<file path="src/rtl/hsps_pkg.sv">
package hsps_pkg;

  // Shared divider geometry: the interpolation dividend is |speed| * 3 * step timer.
  localparam int DIV_N_W = 33;
  localparam int DIV_D_W = 20;

  typedef struct packed {
    logic load;      // capture the input beat
    logic eval;      // sector decode, debounce, position update
    logic prep;      // filtered speed when no step was taken
    logic start;     // launch the divider
    logic fin;       // speed on a step, angle, result capture
    logic out_load;  // move the result into the output register
  } hsps_cmd_t;

  typedef struct packed {
    logic div_done;
    logic out_free;
  } hsps_stat_t;

endpackage

</file>
<file path="src/rtl/hsps_div.sv">
module hsps_div (
  input  logic                          clk,
  input  logic                          rst,
  input  logic                          start,
  input  logic [hsps_pkg::DIV_N_W-1:0]  dividend,
  input  logic [hsps_pkg::DIV_D_W-1:0]  divisor,
  output logic [hsps_pkg::DIV_N_W-1:0]  quotient,
  output logic                          done
);

  localparam int NW    = hsps_pkg::DIV_N_W;
  localparam int DW    = hsps_pkg::DIV_D_W;
  localparam int CNT_W = $clog2(NW + 1);

  logic [NW-1:0]    quo;
  logic [DW:0]      rem;
  logic [DW-1:0]    dvs;
  logic [CNT_W-1:0] count;
  logic             busy;

  logic [DW:0]   rem_sh;
  logic [DW+1:0] diff;
  logic          ge;

  // Restoring division, one quotient bit per cycle, MSB first.
  assign rem_sh = {rem[DW-1:0], quo[NW-1]};
  assign diff   = {1'b0, rem_sh} - {2'b00, dvs};
  assign ge     = ~diff[DW+1];

  always_ff @(posedge clk) begin
    if (rst) begin
      busy  <= 1'b0;
      done  <= 1'b0;
      count <= '0;
    end else begin
      done <= 1'b0;
      if (start) begin
        busy  <= 1'b1;
        count <= CNT_W'(NW);
      end else if (busy) begin
        count <= count - CNT_W'(1);
        if (count == CNT_W'(1)) begin
          busy <= 1'b0;
          done <= 1'b1;
        end
      end
    end
  end

  always_ff @(posedge clk) begin
    if (start) begin
      quo <= dividend;
      rem <= '0;
      dvs <= divisor;
    end else if (busy) begin
      rem <= ge ? diff[DW:0] : rem_sh;
      quo <= {quo[NW-2:0], ge};
    end
  end

  assign quotient = quo;

endmodule

</file>
<file path="src/rtl/hsps_ctrl.sv">
module hsps_ctrl (
  input  logic                   clk,
  input  logic                   rst,
  input  logic                   s_tvalid,
  output logic                   s_tready,
  input  hsps_pkg::hsps_stat_t   stat,
  output hsps_pkg::hsps_cmd_t    cmd
);

  localparam logic [2:0] ST_IDLE  = 3'd0;
  localparam logic [2:0] ST_EVAL  = 3'd1;
  localparam logic [2:0] ST_PREP  = 3'd2;
  localparam logic [2:0] ST_START = 3'd3;
  localparam logic [2:0] ST_DIV   = 3'd4;
  localparam logic [2:0] ST_FIN   = 3'd5;
  localparam logic [2:0] ST_HOLD  = 3'd6;

  logic [2:0] state, state_next;

  assign s_tready = (state == ST_IDLE);

  always_comb begin
    state_next = state;
    case (state)
      ST_IDLE:  if (s_tvalid) state_next = ST_EVAL;
      ST_EVAL:  state_next = ST_PREP;
      ST_PREP:  state_next = ST_START;
      ST_START: state_next = ST_DIV;
      ST_DIV:   if (stat.div_done) state_next = ST_FIN;
      ST_FIN:   state_next = ST_HOLD;
      ST_HOLD:  if (stat.out_free) state_next = ST_IDLE;
      default:  state_next = ST_IDLE;
    endcase
  end

  always_ff @(posedge clk) begin
    if (rst) begin
      state <= ST_IDLE;
    end else begin
      state <= state_next;
    end
  end

  always_comb begin
    cmd          = '0;
    cmd.load     = s_tvalid && (state == ST_IDLE);
    cmd.eval     = (state == ST_EVAL);
    cmd.prep     = (state == ST_PREP);
    cmd.start    = (state == ST_START);
    cmd.fin      = (state == ST_FIN);
    cmd.out_load = (state == ST_HOLD) && stat.out_free;
  end

endmodule

</file>
<file path="src/rtl/hsps_datapath.sv">
module hsps_datapath (
  input  logic                   clk,
  input  logic                   rst,
  input  hsps_pkg::hsps_cmd_t    cmd,
  output hsps_pkg::hsps_stat_t   stat,
  input  logic [15:0]            s_tdata,
  output logic                   m_tvalid,
  input  logic                   m_tready,
  output logic [47:0]            m_tdata,
  output logic                   m_tuser,
  input  logic                   cfg_write,
  input  logic [2:0]             cfg_index,
  input  logic [19:0]            cfg_data
);

  localparam logic [2:0] CFG_DEBOUNCE = 3'd0;
  localparam logic [2:0] CFG_STEP     = 3'd1;
  localparam logic [2:0] CFG_TIMEOUT  = 3'd2;
  localparam logic [2:0] CFG_NUMER    = 3'd3;
  localparam logic [2:0] CFG_TPS      = 3'd4;

  localparam logic [1:0] ERR_OK      = 2'd0;
  localparam logic [1:0] ERR_ALL_LOW = 2'd1;
  localparam logic [1:0] ERR_SKIP    = 2'd2;
  localparam logic [1:0] ERR_SIGN    = 2'd3;

  localparam logic [12:0] FULL_TURN = 13'd3600;

  localparam int NW = hsps_pkg::DIV_N_W;
  localparam int DW = hsps_pkg::DIV_D_W;

  function automatic logic [2:0] hall_decode(input logic [2:0] pat);
    logic [2:0] s;
    case (pat)
      3'b001:  s = 3'd0;
      3'b101:  s = 3'd1;
      3'b100:  s = 3'd2;
      3'b110:  s = 3'd3;
      3'b010:  s = 3'd4;
      3'b011:  s = 3'd5;
      default: s = 3'd0;
    endcase
    return s;
  endfunction

  // Halving that rounds toward zero.
  function automatic logic signed [15:0] half_tz(input logic signed [15:0] v);
    logic signed [16:0] w;
    w = $signed({v[15], v}) + $signed({16'd0, v[15]});
    return w[16:1];
  endfunction

  function automatic logic signed [15:0] avg_halves(input logic signed [15:0] a,
                                                    input logic signed [15:0] b);
    logic signed [16:0] w;
    w = $signed({a[15], a}) + $signed({b[15], b});
    return w[15:0];
  endfunction

  // Configuration registers.
  logic [7:0]  debounce_threshold;
  logic [9:0]  step_tenths;
  logic [15:0] timeout_ticks;
  logic [19:0] speed_numerator;
  logic [19:0] ticks_per_second;

  // Sample held for the evaluation step.
  logic [2:0]  pat;
  logic [9:0]  ticks;

  // Estimator state.
  logic [2:0]         accepted_sector;
  logic [2:0]         previous_sector;
  logic               seeded;
  logic [2:0]         candidate_sector;
  logic [2:0]         raw_sector;
  logic [7:0]         agree_count;
  logic [11:0]        position_acc;
  logic signed [15:0] speed_reg;
  logic [15:0]        step_timer;

  // Per-sample work registers.
  logic signed [3:0] dir;
  logic [1:0]        err;
  logic              stepped;

  // Result and output registers.
  logic [11:0] res_position, res_angle;
  logic [15:0] res_speed;
  logic [2:0]  res_sector;
  logic [1:0]  res_err;
  logic        res_stepped;
  logic [44:0] out_data;
  logic        out_stepped;
  logic        out_valid;

  // Divider.
  logic [NW-1:0] div_dividend, div_quotient;
  logic [DW-1:0] div_divisor;
  logic          div_done;

  hsps_div u_div (
    .clk      (clk),
    .rst      (rst),
    .start    (cmd.start),
    .dividend (div_dividend),
    .divisor  (div_divisor),
    .quotient (div_quotient),
    .done     (div_done)
  );

  always_ff @(posedge clk) begin
    if (rst) begin
      debounce_threshold <= 8'd25;
      step_tenths        <= 10'd75;
      timeout_ticks      <= 16'd30000;
      speed_numerator    <= 20'd62500;
      ticks_per_second   <= 20'd50000;
    end else if (cfg_write) begin
      case (cfg_index)
        CFG_DEBOUNCE: debounce_threshold <= cfg_data[7:0];
        CFG_STEP:     step_tenths        <= cfg_data[9:0];
        CFG_TIMEOUT:  timeout_ticks      <= cfg_data[15:0];
        CFG_NUMER:    speed_numerator    <= cfg_data;
        CFG_TPS:      ticks_per_second   <= cfg_data;
        default: begin
        end
      endcase
    end
  end

  always_ff @(posedge clk) begin
    if (cmd.load) begin
      pat   <= {s_tdata[0], s_tdata[1], s_tdata[2]};
      ticks <= s_tdata[12:3];
    end
  end

  // ---- Evaluation: timer, decode, debounce, direction, position ----
  logic [16:0]       timer_sum;
  logic [15:0]       timer_new;
  logic              pat_valid;
  logic [2:0]        raw_new, prev_eff, acc_eff, acc_new;
  logic [7:0]        agree_inc, agree_new;
  logic              agree_hit, agree_full;
  logic signed [3:0] diff, dir_new;
  logic [2:0]        mag;
  logic [12:0]       step_prod;
  logic [12:0]       delta;
  logic [12:0]       pos_fwd_sum, pos_bwd_sum;
  logic [11:0]       pos_fwd, pos_bwd;
  logic [1:0]        err_new;

  always_comb begin
    timer_sum  = {1'b0, step_timer} + {7'd0, ticks};
    timer_new  = timer_sum[16] ? 16'hFFFF : timer_sum[15:0];
    pat_valid  = (pat != 3'b000) && (pat != 3'b111);
    raw_new    = pat_valid ? hall_decode(pat) : raw_sector;
    prev_eff   = seeded ? previous_sector : raw_new;
    acc_eff    = seeded ? accepted_sector : raw_new;
    agree_inc  = agree_count + 8'd1;
    agree_hit  = (raw_new != prev_eff) && (raw_new == candidate_sector);
    agree_full = agree_inc >= debounce_threshold;
    agree_new  = (agree_hit && !agree_full) ? agree_inc : 8'd0;
    acc_new    = (agree_hit && agree_full) ? raw_new : acc_eff;
    diff       = $signed({1'b0, acc_new}) - $signed({1'b0, prev_eff});
    // A difference of five sectors is one step across the wrap.
    if (diff <= -4'sd5) begin
      dir_new = diff + 4'sd6;
    end else if (diff >= 4'sd5) begin
      dir_new = diff - 4'sd6;
    end else begin
      dir_new = diff;
    end
    mag         = dir_new[3] ? 3'(-dir_new) : dir_new[2:0];
    step_prod   = 13'(step_tenths * mag);
    delta       = (step_prod >= FULL_TURN) ? step_prod - FULL_TURN : step_prod;
    pos_fwd_sum = {1'b0, position_acc} + delta;
    pos_fwd     = 12'((pos_fwd_sum >= FULL_TURN) ? pos_fwd_sum - FULL_TURN : pos_fwd_sum);
    pos_bwd_sum = {1'b0, position_acc} + FULL_TURN - delta;
    pos_bwd     = 12'((pos_bwd_sum >= FULL_TURN) ? pos_bwd_sum - FULL_TURN : pos_bwd_sum);
    if ((dir_new <= -4'sd2) || (dir_new >= 4'sd2)) begin
      err_new = ERR_SKIP;
    end else if (pat == 3'b000) begin
      err_new = ERR_ALL_LOW;
    end else begin
      err_new = ERR_OK;
    end
  end

  // ---- Speed and interpolation ----
  logic signed [15:0] raw_hold;
  logic [15:0]        speed_mag;
  logic [16:0]        speed_mag3;
  logic [15:0]        t_clamp, t_div;
  logic [15:0]        q16, s_step;
  logic signed [15:0] speed_step;
  logic [9:0]         off;
  logic [12:0]        ang_sum;
  logic signed [13:0] ang_dif;
  logic [11:0]        angle_new;

  always_comb begin
    raw_hold     = (step_timer > timeout_ticks) ? 16'sd0 : speed_reg;
    speed_mag    = speed_reg[15] ? 16'(-speed_reg) : speed_reg;
    speed_mag3   = {speed_mag, 1'b0} + {1'b0, speed_mag};
    t_clamp      = (step_timer > timeout_ticks) ? timeout_ticks : step_timer;
    t_div        = (t_clamp == 16'd0) ? 16'd1 : t_clamp;
    div_dividend = stepped ? NW'(speed_numerator) : NW'(speed_mag3 * step_timer);
    div_divisor  = stepped ? DW'(t_div)
                 : ((ticks_per_second == 20'd0) ? DW'(1) : ticks_per_second);

    q16        = div_quotient[15:0];
    s_step     = dir[3] ? 16'(-q16) : q16;
    speed_step = avg_halves(half_tz($signed(s_step)), half_tz(speed_reg));

    off = (div_quotient > NW'(step_tenths)) ? step_tenths : div_quotient[9:0];
    ang_sum = {1'b0, position_acc} + {3'd0, off};
    ang_dif = $signed({2'b00, position_acc}) - $signed({4'd0, off});
    if (!speed_reg[15] && (speed_reg != 16'sd0)) begin
      angle_new = 12'((ang_sum >= FULL_TURN) ? ang_sum - FULL_TURN : ang_sum);
    end else begin
      angle_new = ang_dif[13] ? 12'(ang_dif + $signed({1'b0, FULL_TURN})) : ang_dif[11:0];
    end
  end

  always_ff @(posedge clk) begin
    if (rst) begin
      accepted_sector  <= '0;
      previous_sector  <= '0;
      seeded           <= 1'b0;
      candidate_sector <= '0;
      raw_sector       <= '0;
      agree_count      <= '0;
      position_acc     <= '0;
      speed_reg        <= '0;
      step_timer       <= '0;
    end else if (cmd.eval) begin
      step_timer       <= timer_new;
      raw_sector       <= raw_new;
      candidate_sector <= raw_new;
      seeded           <= 1'b1;
      agree_count      <= agree_new;
      accepted_sector  <= acc_new;
      previous_sector  <= (dir_new != 4'sd0) ? acc_new : prev_eff;
      if (dir_new > 4'sd0) begin
        position_acc <= pos_fwd;
      end else if (dir_new < 4'sd0) begin
        position_acc <= pos_bwd;
      end
    end else if (cmd.prep && !stepped) begin
      speed_reg <= avg_halves(half_tz(raw_hold), half_tz(speed_reg));
    end else if (cmd.fin && stepped) begin
      speed_reg  <= speed_step;
      step_timer <= '0;
    end
  end

  always_ff @(posedge clk) begin
    if (cmd.eval) begin
      dir     <= dir_new;
      err     <= err_new;
      stepped <= (dir_new != 4'sd0);
    end
  end

  always_ff @(posedge clk) begin
    if (cmd.fin) begin
      res_position <= position_acc;
      res_sector   <= accepted_sector;
      res_stepped  <= stepped;
      if (stepped) begin
        res_angle <= position_acc;
        res_speed <= speed_step;
        // A forward step whose speed wraps negative is a sign fault.
        res_err   <= (!dir[3] && s_step[15]) ? ERR_SIGN : err;
      end else begin
        res_angle <= angle_new;
        res_speed <= speed_reg;
        res_err   <= err;
      end
    end
  end

  always_ff @(posedge clk) begin
    if (rst) begin
      out_valid <= 1'b0;
    end else if (cmd.out_load) begin
      out_valid <= 1'b1;
    end else if (m_tready) begin
      out_valid <= 1'b0;
    end
  end

  always_ff @(posedge clk) begin
    if (cmd.out_load) begin
      out_data    <= {res_err, res_sector, res_speed, res_angle, res_position};
      out_stepped <= res_stepped;
    end
  end

  assign m_tvalid      = out_valid;
  assign m_tdata       = {3'd0, out_data};
  assign m_tuser       = out_stepped;
  assign stat.div_done = div_done;
  assign stat.out_free = !out_valid || m_tready;

endmodule

</file>
<file path="src/rtl/hall_sector_position_speed_core.sv">
// Hall sensor position and speed estimator. Each input beat carries the three hall levels
// and the timer ticks since the previous sample; each one yields exactly one output beat
// with position, interpolated angle, filtered speed, accepted sector and error code, and
// tuser high when a sector step was taken. A sample holds the input closed from acceptance
// until its result moves to the output register; in that span the shared 33-step
// restoring divider forms either the step speed or the interpolation offset. The
// next sample may be accepted while the previous result still waits on the output.
// Configuration writes are always ready and take effect at once.
module hall_sector_position_speed_core (
  input  logic        clk,
  input  logic        rst,
  input  logic        s_tvalid,
  output logic        s_tready,
  input  logic [15:0] s_tdata,   // hall_a, hall_b, hall_c, ticks_elapsed[9:0]
  output logic        m_tvalid,
  input  logic        m_tready,
  output logic [47:0] m_tdata,   // position[11:0], angle[11:0], speed[15:0], sector[2:0],
                                 // error_code[1:0]
  output logic        m_tuser,   // stepped
  input  logic        cfg_valid,
  output logic        cfg_ready,
  input  logic [2:0]  cfg_index,
  input  logic [19:0] cfg_data
);

  hsps_pkg::hsps_cmd_t  cmd;
  hsps_pkg::hsps_stat_t stat;

  assign cfg_ready = 1'b1;

  hsps_ctrl u_ctrl (
    .clk      (clk),
    .rst      (rst),
    .s_tvalid (s_tvalid),
    .s_tready (s_tready),
    .stat     (stat),
    .cmd      (cmd)
  );

  hsps_datapath u_dp (
    .clk       (clk),
    .rst       (rst),
    .cmd       (cmd),
    .stat      (stat),
    .s_tdata   (s_tdata),
    .m_tvalid  (m_tvalid),
    .m_tready  (m_tready),
    .m_tdata   (m_tdata),
    .m_tuser   (m_tuser),
    .cfg_write (cfg_valid && cfg_ready),
    .cfg_index (cfg_index),
    .cfg_data  (cfg_data)
  );

endmodule

</file>
<file path="config.mk">
export PLATFORM = sky130hd
export DESIGN_NAME = hall_sector_position_speed_core
export DESIGN_NICKNAME = d
export VERILOG_FILES = /design/src/rtl/hsps_pkg.sv /design/src/rtl/hsps_div.sv /design/src/rtl/hsps_ctrl.sv /design/src/rtl/hsps_datapath.sv /design/src/rtl/hall_sector_position_speed_core.sv
export SDC_FILE = /design/constraint.sdc
export NUM_CORES = 2
export LEC_CHECK = 0
export ABC_AREA = 0
export BUFFER_PORTS_ARGS = -buffer_cell sky130_fd_sc_hd__buf_2
export CAP_MARGIN = 10
export CORE_MARGIN = 1
export CORE_UTILIZATION = 50
export CTS_CLUSTER_DIAMETER = 120
export DETAILED_ROUTE_END_ITERATION = 12
export PLACE_DENSITY = 0.65
export SYNTH_ARGS = -nofsm -noshare
export SYNTH_HDL_FRONTEND = slang
export SYNTH_HIERARCHICAL = 1
export SYNTH_SLANG_ARGS = --single-unit
</file>
<file path="constraint.sdc">
create_clock -name clk -period 27 [get_ports clk]
set_clock_uncertainty 0.1 [all_clocks]
set_input_delay 1.35 -clock clk [delete_from_list [all_inputs] [get_ports clk]]
set_output_delay 1.35 -clock clk [all_outputs]
set_load 0.01 [all_outputs]
</file>
Yosys cells after proc, flatten, opt, wreduce, memory -nomap -nowiden
Index checks and enable logic that the tools add are counted.
{"block": "op_classes", "add_sub_neg": 26, "n_mul": 2, "n_div": 0, "magnitude_cmp": 13, "eq_ne": 23, "shift": 0, "n_mux": 53, "n_bitwise": 3, "reduce_logical": 42}
{"op": "$mux W16", "count": 14}
{"op": "$mux W33", "count": 3}
{"op": "$mux W12", "count": 8}
{"op": "$ge A13 B12 Y1 const B", "count": 4}
{"op": "$add A16 B2 Y17", "count": 3}
{"op": "$sub A12 B12 Y12 const B", "count": 3}
{"op": "$gt A33 B10 Y1", "count": 1}
{"op": "$mul A17 B16 Y33", "count": 1}
{"op": "$add A16 B16 Y16", "count": 2}
{"op": "$neg A16 Y16", "count": 2}
{"op": "$mux W3", "count": 9}
{"op": "$sub A21 B20 Y22", "count": 1}
{"op": "$eq A3 B3 Y1 const B", "count": 7}
{"op": "$pmux W3 S7", "count": 1}
{"op": "$logic_not A20 Y1", "count": 1}
{"op": "$mux W20", "count": 1}
{"op": "$eq A3 B2 Y1 const B", "count": 6}
{"op": "$add A16 B10 Y17", "count": 1}
{"op": "$add A17 B16 Y17", "count": 1}
{"op": "$gt A16 B16 Y1", "count": 1}
{"op": "$logic_not A16 Y1", "count": 1}
{"op": "$reduce_and A2 Y1", "count": 8}
{"op": "$reduce_bool A16 Y1", "count": 1}
{"op": "$pmux W3 S5", "count": 1}
{"op": "other kinds (46)", "count": 81}
{"block": "word_totals", "ff_bits": 333, "latch_bits": 0, "mem_bits_rw": 0, "romBits": 0, "input_bits": 44, "output_inout_bits": 52, "wordCells": 198, "n_memories": 0}

Logic depth before layout (Yosys ltp)
{"block": "depth", "ltp_word": 22, "ltp_mapped": 49}

Cells and area by module
Netlist, hierarchy kept.
{"mod": "hsps_datapath", "n_inst": 1, "cells_each": 3322, "area_per_inst_um2": 28084.4}
{"mod": "hsps_div", "n_inst": 1, "cells_each": 407, "area_per_inst_um2": 4474.3}
{"mod": "hsps_ctrl", "n_inst": 1, "cells_each": 22, "area_per_inst_um2": 219.0}
{"mod": "hall_sector_position_speed_core", "n_inst": 1, "cells_each": 2, "area_per_inst_um2": 11.3}

Least setup slack after synthesis
OpenSTA, ideal clock, no wires.
{"block": "synth_path", "path_type": "reg2reg", "from": "register u_dp.agree_count[0]", "to": "register u_dp.position_acc[10]", "setup_time_ns": 0.079, "arrival_time_ns": 10.193, "slack_ns": 16.627, "path_stages_with_launch": 48, "n_path_buf": 1, "synth_period_minus_slack_ns": 10.373, "cell_sequence": "dfxtp_1 -> ha_1 -> ha_1 -> a21o_1 -> a21o_1 -> a21o_1 -> a21oi_1 -> o21ai_0 -> a31oi_1 -> mux2i_1 -> ha_1 -> fa_1 -> xnor2_1 -> ha_1 -> buf_1 -> nor2_1 -> a211oi_1 -> a21oi_1 -> [12 not listed] -> nand2_1 -> nor4_1 -> or3_1 -> a21boi_1 -> mux2_2 -> ha_1 -> inv_1 -> ha_1 -> nand2_1 -> a211oi_1 -> o21ai_0 -> a21oi_1 -> o21ai_0 -> and2_1 -> o311ai_2 -> o211ai_1 -> xor2_1 -> o211ai_1"}
{"block": "synth_between", "elab_chain_len": 18, "word_cells_on_any_way": 31}
{"item": "start: declaration", "line": "hsps_datapath.sv:77", "text": "logic [7:0] agree_count;"}
{"item": "start signal: assignment", "line": "hsps_datapath.sv:243", "text": "agree_count <= agree_new;"}
{"item": "$add A8 B1 Y8 (*)", "line": "hsps_datapath.sv:161", "text": "agree_inc = agree_count + 8'd1;"}
{"item": "$ge A8 B8 Y1 (*)", "line": "hsps_datapath.sv:163", "text": "agree_full = agree_inc >= debounce_threshold;"}
{"item": "$logic_and A1 B1 Y1 (*)", "line": "hsps_datapath.sv:165", "text": "acc_new = (agree_hit && agree_full) ? raw_new : acc_eff;"}
{"item": "$mux W3 (*)", "line": "hsps_datapath.sv:165"}
{"item": "$sub A3 B3 Y4 (*)", "line": "hsps_datapath.sv:166", "text": "diff = $signed({1'b0, acc_new}) - $signed({1'b0, prev_eff});"}
{"item": "$sub A4 B4 Y4 or $ge A4 B4 Y1 (tied branches)", "line": "hsps_datapath.sv:171, hsps_datapath.sv:170"}
{"item": "$mux W4", "line": "hsps_datapath.sv:170", "text": "end else if (diff >= 4'sd5) begin"}
{"item": "$mux W4 (*)", "line": "hsps_datapath.sv:168", "text": "if (diff <= -4'sd5) begin"}
{"item": "[2 not listed]"}
{"item": "$mul A10 B3 Y13", "line": "hsps_datapath.sv:176", "text": "step_prod = 13'(step_tenths * mag);"}
{"item": "$sub A13 B12 Y13 or $ge A13 B12 Y1 (tied branches)", "line": "hsps_datapath.sv:177", "text": "delta = (step_prod >= FULL_TURN) ? step_prod - FULL_TURN : step_prod;"}
{"item": "$mux W13", "line": "hsps_datapath.sv:177"}
{"item": "$sub A13 B13 Y13", "line": "hsps_datapath.sv:180", "text": "pos_bwd_sum = {1'b0, position_acc} + FULL_TURN - delta;"}
{"item": "$sub A12 B12 Y12 or $ge A13 B12 Y1 (tied branches)", "line": "hsps_datapath.sv:181", "text": "pos_bwd = 12'((pos_bwd_sum >= FULL_TURN) ? pos_bwd_sum - FULL_TURN : pos_bwd_sum);"}
{"item": "$mux W12", "line": "hsps_datapath.sv:181"}
{"item": "$mux W12", "line": "hsps_datapath.sv:248", "text": "end else if (dir_new < 4'sd0) begin"}
{"item": "$mux W12", "line": "hsps_datapath.sv:246", "text": "if (dir_new > 4'sd0) begin"}
{"item": "end signal: assignment", "line": "hsps_datapath.sv:247", "text": "position_acc <= pos_fwd;"}
{"item": "end signal: assignment", "line": "hsps_datapath.sv:249", "text": "position_acc <= pos_bwd;"}
{"item": "end: declaration", "line": "hsps_datapath.sv:78", "text": "logic [11:0] position_acc;"}
Every way passes the cells marked *; elsewhere a longest branch is shown, timed or not. The select of a mux whose other input is x is not followed.
A chain may end at the register's enable or synchronous reset.

Worst setup path after layout
{"block": "layout_path", "from": "register u_dp.pat[0]", "to": "register u_dp.position_acc[10]"}
{"block": "layout_between", "elab_chain_len": 22, "word_cells_on_any_way": 44}
{"item": "start: declaration", "line": "hsps_datapath.sv:68", "text": "logic [2:0] pat;"}
{"item": "start signal: assignment", "line": "hsps_datapath.sv:134", "text": "pat <= {s_tdata[0], s_tdata[1], s_tdata[2]};"}
{"item": "$eq A3 B2 Y1, or another cell as far along", "line": "hsps_datapath.sv:34", "text": "case (pat)"}
{"item": "$pmux W3 S5 or $logic_and A1 B1 Y1 (tied branches)", "line": "hsps_datapath.sv:34, hsps_datapath.sv:157"}
{"item": "$mux W3 (*)", "line": "hsps_datapath.sv:158", "text": "raw_new = pat_valid ? hall_decode(pat) : raw_sector;"}
{"item": "$mux W3", "line": "hsps_datapath.sv:159", "text": "prev_eff = seeded ? previous_sector : raw_new;"}
{"item": "$ne A3 B3 Y1", "line": "hsps_datapath.sv:162", "text": "agree_hit = (raw_new != prev_eff) && (raw_new == candidate_sector);"}
{"item": "$logic_and A1 B1 Y1", "line": "hsps_datapath.sv:162"}
{"item": "$logic_and A1 B1 Y1", "line": "hsps_datapath.sv:165"}
{"item": "$mux W3", "line": "hsps_datapath.sv:165"}
{"item": "[6 not listed]"}
{"item": "$mul A10 B3 Y13", "line": "hsps_datapath.sv:176"}
{"item": "$sub A13 B12 Y13 or $ge A13 B12 Y1 (tied branches)", "line": "hsps_datapath.sv:177"}
{"item": "$mux W13", "line": "hsps_datapath.sv:177"}
{"item": "$sub A13 B13 Y13", "line": "hsps_datapath.sv:180"}
{"item": "$sub A12 B12 Y12 or $ge A13 B12 Y1 (tied branches)", "line": "hsps_datapath.sv:181"}
{"item": "$mux W12", "line": "hsps_datapath.sv:181"}
{"item": "$mux W12", "line": "hsps_datapath.sv:248"}
{"item": "$mux W12", "line": "hsps_datapath.sv:246"}
Marks and branches as above.

==> metrics.txt <==
# TYPE chip_impl_metric gauge
chip_impl_info{name="run_status",value="finished, final reports clean"} 1
chip_impl_metric{name="critical_path_arrival",unit="ns"} 12.95
chip_impl_info{name="max_flop_register",value="u_dp/out_data"} 1
chip_impl_info{name="synth.top_cells.by_area",value="sky130_fd_sc_hd__edfxtp_1 15%, sky130_fd_sc_hd__fa_1 14%, sky130_fd_sc_hd__ha_1 12%"} 1
chip_impl_metric{name="final.setup.tns",unit="ns"} 0
chip_impl_metric{name="insertion_delay",unit="ns"} 0.60
chip_impl_metric{name="number_of_antenna_violations_at_the_first_check_in_global_routing",unit=""} 2
chip_impl_metric{name="postLayoutSetupSlackWorst",unit="ns"} 14.45
chip_impl_metric{name="io-pin-count",unit=""} 96
chip_impl_info{name="leading_register_cell_type_out_of_synthesis",value="sky130_fd_sc_hd__dfxtp_1"} 1
chip_impl_metric{name="achievable-frequency",unit="MHz"} 79.69
chip_impl_info{name="setup.worst_path.end_class",value="flop"} 1
chip_impl_metric{name="synth_cell_types",unit=""} 111
chip_impl_metric{name="n_antenna_cell",unit=""} 0
chip_impl_info{name="critPathKind",value="reg -> reg"} 1
chip_impl_info{name="rsz0062_at_grt",value="no"} 1
chip_impl_metric{name="grtUsageTotal",unit="%"} 26.33
chip_impl_metric{name="holdWs",unit="ns"} 0.3105
chip_impl_metric{name="via_per_instance_ratio",unit=""} 5.696
chip_impl_metric{name="start_util",unit="%"} 50.77
chip_impl_info{name="yosys.area.top_type",value="sky130_fd_sc_hd__edfxtp_1"} 1
chip_impl_metric{name="num_rows",unit=""} 93
chip_impl_metric{name="crit_fanout",unit=""} 15
chip_impl_metric{name="clkTransAtPathRegs",unit="ns"} 0.06
chip_impl_metric{name="cts_sinks",unit=""} 330
chip_impl_metric{name="yosysSeqAreaShare",unit="%"} 25.09
chip_impl_metric{name="overall_overflow_remaining_after_global_route",unit=""} 0
chip_impl_metric{name="ys_warn_count",unit=""} 6
chip_impl_metric{name="drt-wirelength-per-cell",unit="um"} 18.95
chip_impl_metric{name="p_total",unit="mW"} 3.136
chip_impl_info{name="endpoint_of_the_worst_hold_timing_path",value="u_dp/out_data[26]"} 1
chip_impl_metric{name="area_growth",unit="%"} 7.910
chip_impl_metric{name="cap_violations",unit=""} 0
chip_impl_metric{name="grt_pass1_vias",unit=""} 25344
chip_impl_metric{name="post_cts_resize_count",unit=""} 0
chip_impl_metric{name="timing.final.hold_violations",unit=""} 0
chip_impl_metric{name="reg2reg_setup_slack",unit="ns"} 14.45
chip_impl_metric{name="floorplan.core_area",unit="um^2"} 64580
chip_impl_info{name="worstReg2RegStart",value="u_dp/pat[0]"} 1
chip_impl_metric{name="gp_routability_congestion",unit=""} 0.9247
chip_impl_info{name="timing.critical_path.mode_cell",value="sky130_fd_sc_hd__ha_1"} 1
chip_impl_metric{name="finalSetupViolCount",unit=""} 0
chip_impl_metric{name="vdd.ir_drop.worst",unit="uV"} 129.1
chip_impl_metric{name="largest_net_degree_at_the_start_of_global_routing",unit=""} 88
chip_impl_metric{name="drtAntennaViolNets",unit=""} 0
chip_impl_metric{name="drive_gt1_share",unit="%"} 9.318
chip_impl_metric{name="remaining_drc_errors",unit=""} 0
chip_impl_metric{name="dr.pass1.iters",unit=""} 5
chip_impl_metric{name="dp_hpwl",unit="um"} 65110
chip_impl_info{name="tritoncts",value="built"} 1
chip_impl_metric{name="global_route_wire_length_before_repair",unit="um"} 139200
chip_impl_metric{name="asyncSetResetFlopFracSynth",unit="%"} 0
chip_impl_metric{name="die_y",unit="um"} 258.1
chip_impl_metric{name="number_of_enable_flip_flop_cells_after_synthesis",unit=""} 162
chip_impl_metric{name="r2r_cells",unit=""} 45
chip_impl_metric{name="port_buffers",unit=""} 88
chip_impl_metric{name="finish.utilization",unit="%"} 54.79
chip_impl_metric{name="post_synthesis_instance_total",unit=""} 3753
chip_impl_metric{name="num_vias",unit=""} 26510
chip_impl_metric{name="final_nets",unit=""} 4343
chip_impl_metric{name="p_per_area",unit="nW/um^2"} 88.62
chip_impl_info{name="r2r_end",value="u_dp/position_acc[10]"} 1
chip_impl_metric{name="slew_violations",unit=""} 0
chip_impl_info{name="hold_crit_path_type",value="reg -> reg"} 1
chip_impl_metric{name="post_cts_buffers",unit=""} 0
chip_impl_metric{name="hold_depth",unit=""} 0
chip_impl_metric{name="cts_max_level",unit=""} 2
chip_impl_metric{name="finalCriticalPeriod",unit="ns"} 12.55
chip_impl_metric{name="maxSlewHeadroom",unit="%"} 26.09
chip_impl_metric{name="holdBufCountCts",unit=""} 0
chip_impl_metric{name="synth.cell_area",unit="um^2"} 32790
chip_impl_metric{name="cp.required",unit="ns"} 27.40
chip_impl_metric{name="clk_path_buf_depth",unit=""} 3
chip_impl_metric{name="mean_instance_size_in_the_synthesized_netlist",unit="um^2"} 8.737
chip_impl_metric{name="synth.top_cell.area_share",unit="%"} 14.84
chip_impl_info{name="cp-start-kind",value="flop"} 1
chip_impl_metric{name="die_width",unit="um"} 258.1
chip_impl_metric{name="cts_made_buffers",unit=""} 41
chip_impl_metric{name="period_share",unit="%"} 46.48
chip_impl_metric{name="power_leakage",unit="nW"} 15.41
chip_impl_info{name="synth_most_common_cell",value="sky130_fd_sc_hd__nand2_1"} 1
chip_impl_info{name="crit_slowest_cell",value="sky130_fd_sc_hd__xnor2_1"} 1
chip_impl_metric{name="critPathMaxStageDelay",unit="ns"} 0.69
chip_impl_metric{name="drt-total-wl",unit="um"} 88210
chip_impl_metric{name="preCtsSetupSlack",unit="ns"} 14.62
chip_impl_metric{name="die_area",unit="um^2"} 66610
chip_impl_info{name="worstHoldStart",value="u_dp/res_speed[2]"} 1
chip_impl_info{name="cts_root_buf",value="sky130_fd_sc_hd__clkbuf_16"} 1
chip_impl_metric{name="postSynthRegisterBits",unit=""} 330
chip_impl_metric{name="drt_first_iter_violations",unit=""} 2060
chip_impl_metric{name="max_reg_flops",unit=""} 45
chip_impl_info{name="synthTopCellsByCount",value="541 x sky130_fd_sc_hd__nand2_1, 420 x sky130_fd_sc_hd__inv_1, 306 x sky130_fd_sc_hd__ha_1"} 1
chip_impl_metric{name="timing_worst_slew_pin_value",unit="ns"} 1.109
[logic make-up (layout without fill, tap and decap cells)]
kind of cell               count (synthesis)  in the layout  synth area share, %
AOI/OAI and AO/OA                        703            703                14.49
DFF                                      330            330                25.09
other                                      2              4              0.02290
buffers and inverters                    594            638                7.082
adders and majority gates                533            533                25.54
muxes                                    120            120                3.904
and+or+nand+nor                         1258           1258                18.11
xor gates and xnor gates                 213            213                5.758
[how the worst max path moves through the flow]
| stage | from | endpoint | depth (start not counted) |
|---|---|---|---|
| floorplan | u_dp/agree_count[0] | u_dp/position_acc[10] | 47 |
| global placement | u_dp/pat[0] | u_dp/position_acc[10] | 45 |
| detailed placement | u_dp/pat[0] | u_dp/position_acc[10] | 45 |
| CTS | u_dp/pat[0] | u_dp/position_acc[10] | 45 |
| global route | u_dp/pat[0] | u_dp/position_acc[10] | 45 |
| finish | u_dp/pat[0] | u_dp/position_acc[10] | 45 |
[area by class of cell]
class	count	area [um^2]
Clock buffer	45	1051
Timing Repair Buffer	139	833.3
Tap cell	855	1070
Sequential cell	330	8228
Inverter	423	1588
Clock inverter	31	319.1
Fill cell	5966	29200
Multi-Input combinational cell	2831	22290
[through the flow]
stage | area (um^2) | instances
finish | 35380 | 4654
floorplan | 32800 | 3755
global placement | 34000 | 4577
CTS | 35370 | 4653
global route | 35380 | 4654
detailed placement | 34000 | 4577
[layer usage]
| metal | up-vias | share of wire [%] | GRT usage (%) |
|---|---|---|---|
| li1 | 12786 | - | - |
| met1 | 12858 | 46 | 37.34 |
| met2 | 707 | 45 | 41.85 |
| met3 | 155 | 5.5 | 2.856 |
| met4 | 4 | 3.1 | 8.711 |
| met5 | - | 0.050 | 0 |
[layout by cell type (no fill, tap or decap), types with 10 or more instances in the layout]
cell	instances
sky130_fd_sc_hd__and2_1	115
sky130_fd_sc_hd__o211ai_1	34
sky130_fd_sc_hd__nor3_1	72
sky130_fd_sc_hd__a21o_1	43
sky130_fd_sc_hd__edfxtp_1	162
sky130_fd_sc_hd__and3_1	19
sky130_fd_sc_hd__or2_2	10
sky130_fd_sc_hd__a211oi_1	34
sky130_fd_sc_hd__nand4_1	24
sky130_fd_sc_hd__a311oi_1	10
sky130_fd_sc_hd__xor2_1	69
sky130_fd_sc_hd__dfxtp_1	168
sky130_fd_sc_hd__o31ai_1	25
sky130_fd_sc_hd__xnor2_1	138
sky130_fd_sc_hd__mux2_2	63
sky130_fd_sc_hd__a31oi_1	28
sky130_fd_sc_hd__nand2_1	541
sky130_fd_sc_hd__nand3_1	69
sky130_fd_sc_hd__nor2b_1	41
sky130_fd_sc_hd__clkbuf_16	41
sky130_fd_sc_hd__nor4_1	28
sky130_fd_sc_hd__inv_1	420
sky130_fd_sc_hd__buf_4	51
sky130_fd_sc_hd__nor3b_1	10
sky130_fd_sc_hd__nor2_1	217
sky130_fd_sc_hd__or3_1	21
sky130_fd_sc_hd__fa_1	227
sky130_fd_sc_hd__o21a_1	30
sky130_fd_sc_hd__nand2b_1	37
sky130_fd_sc_hd__a21oi_1	209
sky130_fd_sc_hd__buf_2	87
sky130_fd_sc_hd__o21bai_1	15
sky130_fd_sc_hd__mux2i_1	57
sky130_fd_sc_hd__o21ai_0	128
sky130_fd_sc_hd__ha_1	306
[power breakdown]
group | total (mW) | leakage (nW) | internal [mW] | switching, mW
clock | 0.571 | 0.678 | 0.327 | 0.244
sequential | 0.620 | 2.85 | 0.570 | 0.0506
combinational | 1.94 | 11.9 | 0.751 | 1.19
[critical path, delay by kind of cell, from the launching register on]
| family | cells | cell delay, ns |
|---|---|---|
| AO/OA/AOI/OAI | 19 | 5.13 |
| multiplexers | 2 | 0.63 |
| XOR/XNOR | 4 | 1.20 |
| AND/OR/NAND/NOR | 7 | 1.41 |
| flip-flops | 1 | 0.52 |
| adder cells (fa/ha/maj) | 8 | 2.82 |
| buffers and inverters | 5 | 0.67 |
Power figures use the tool's default switching activity.
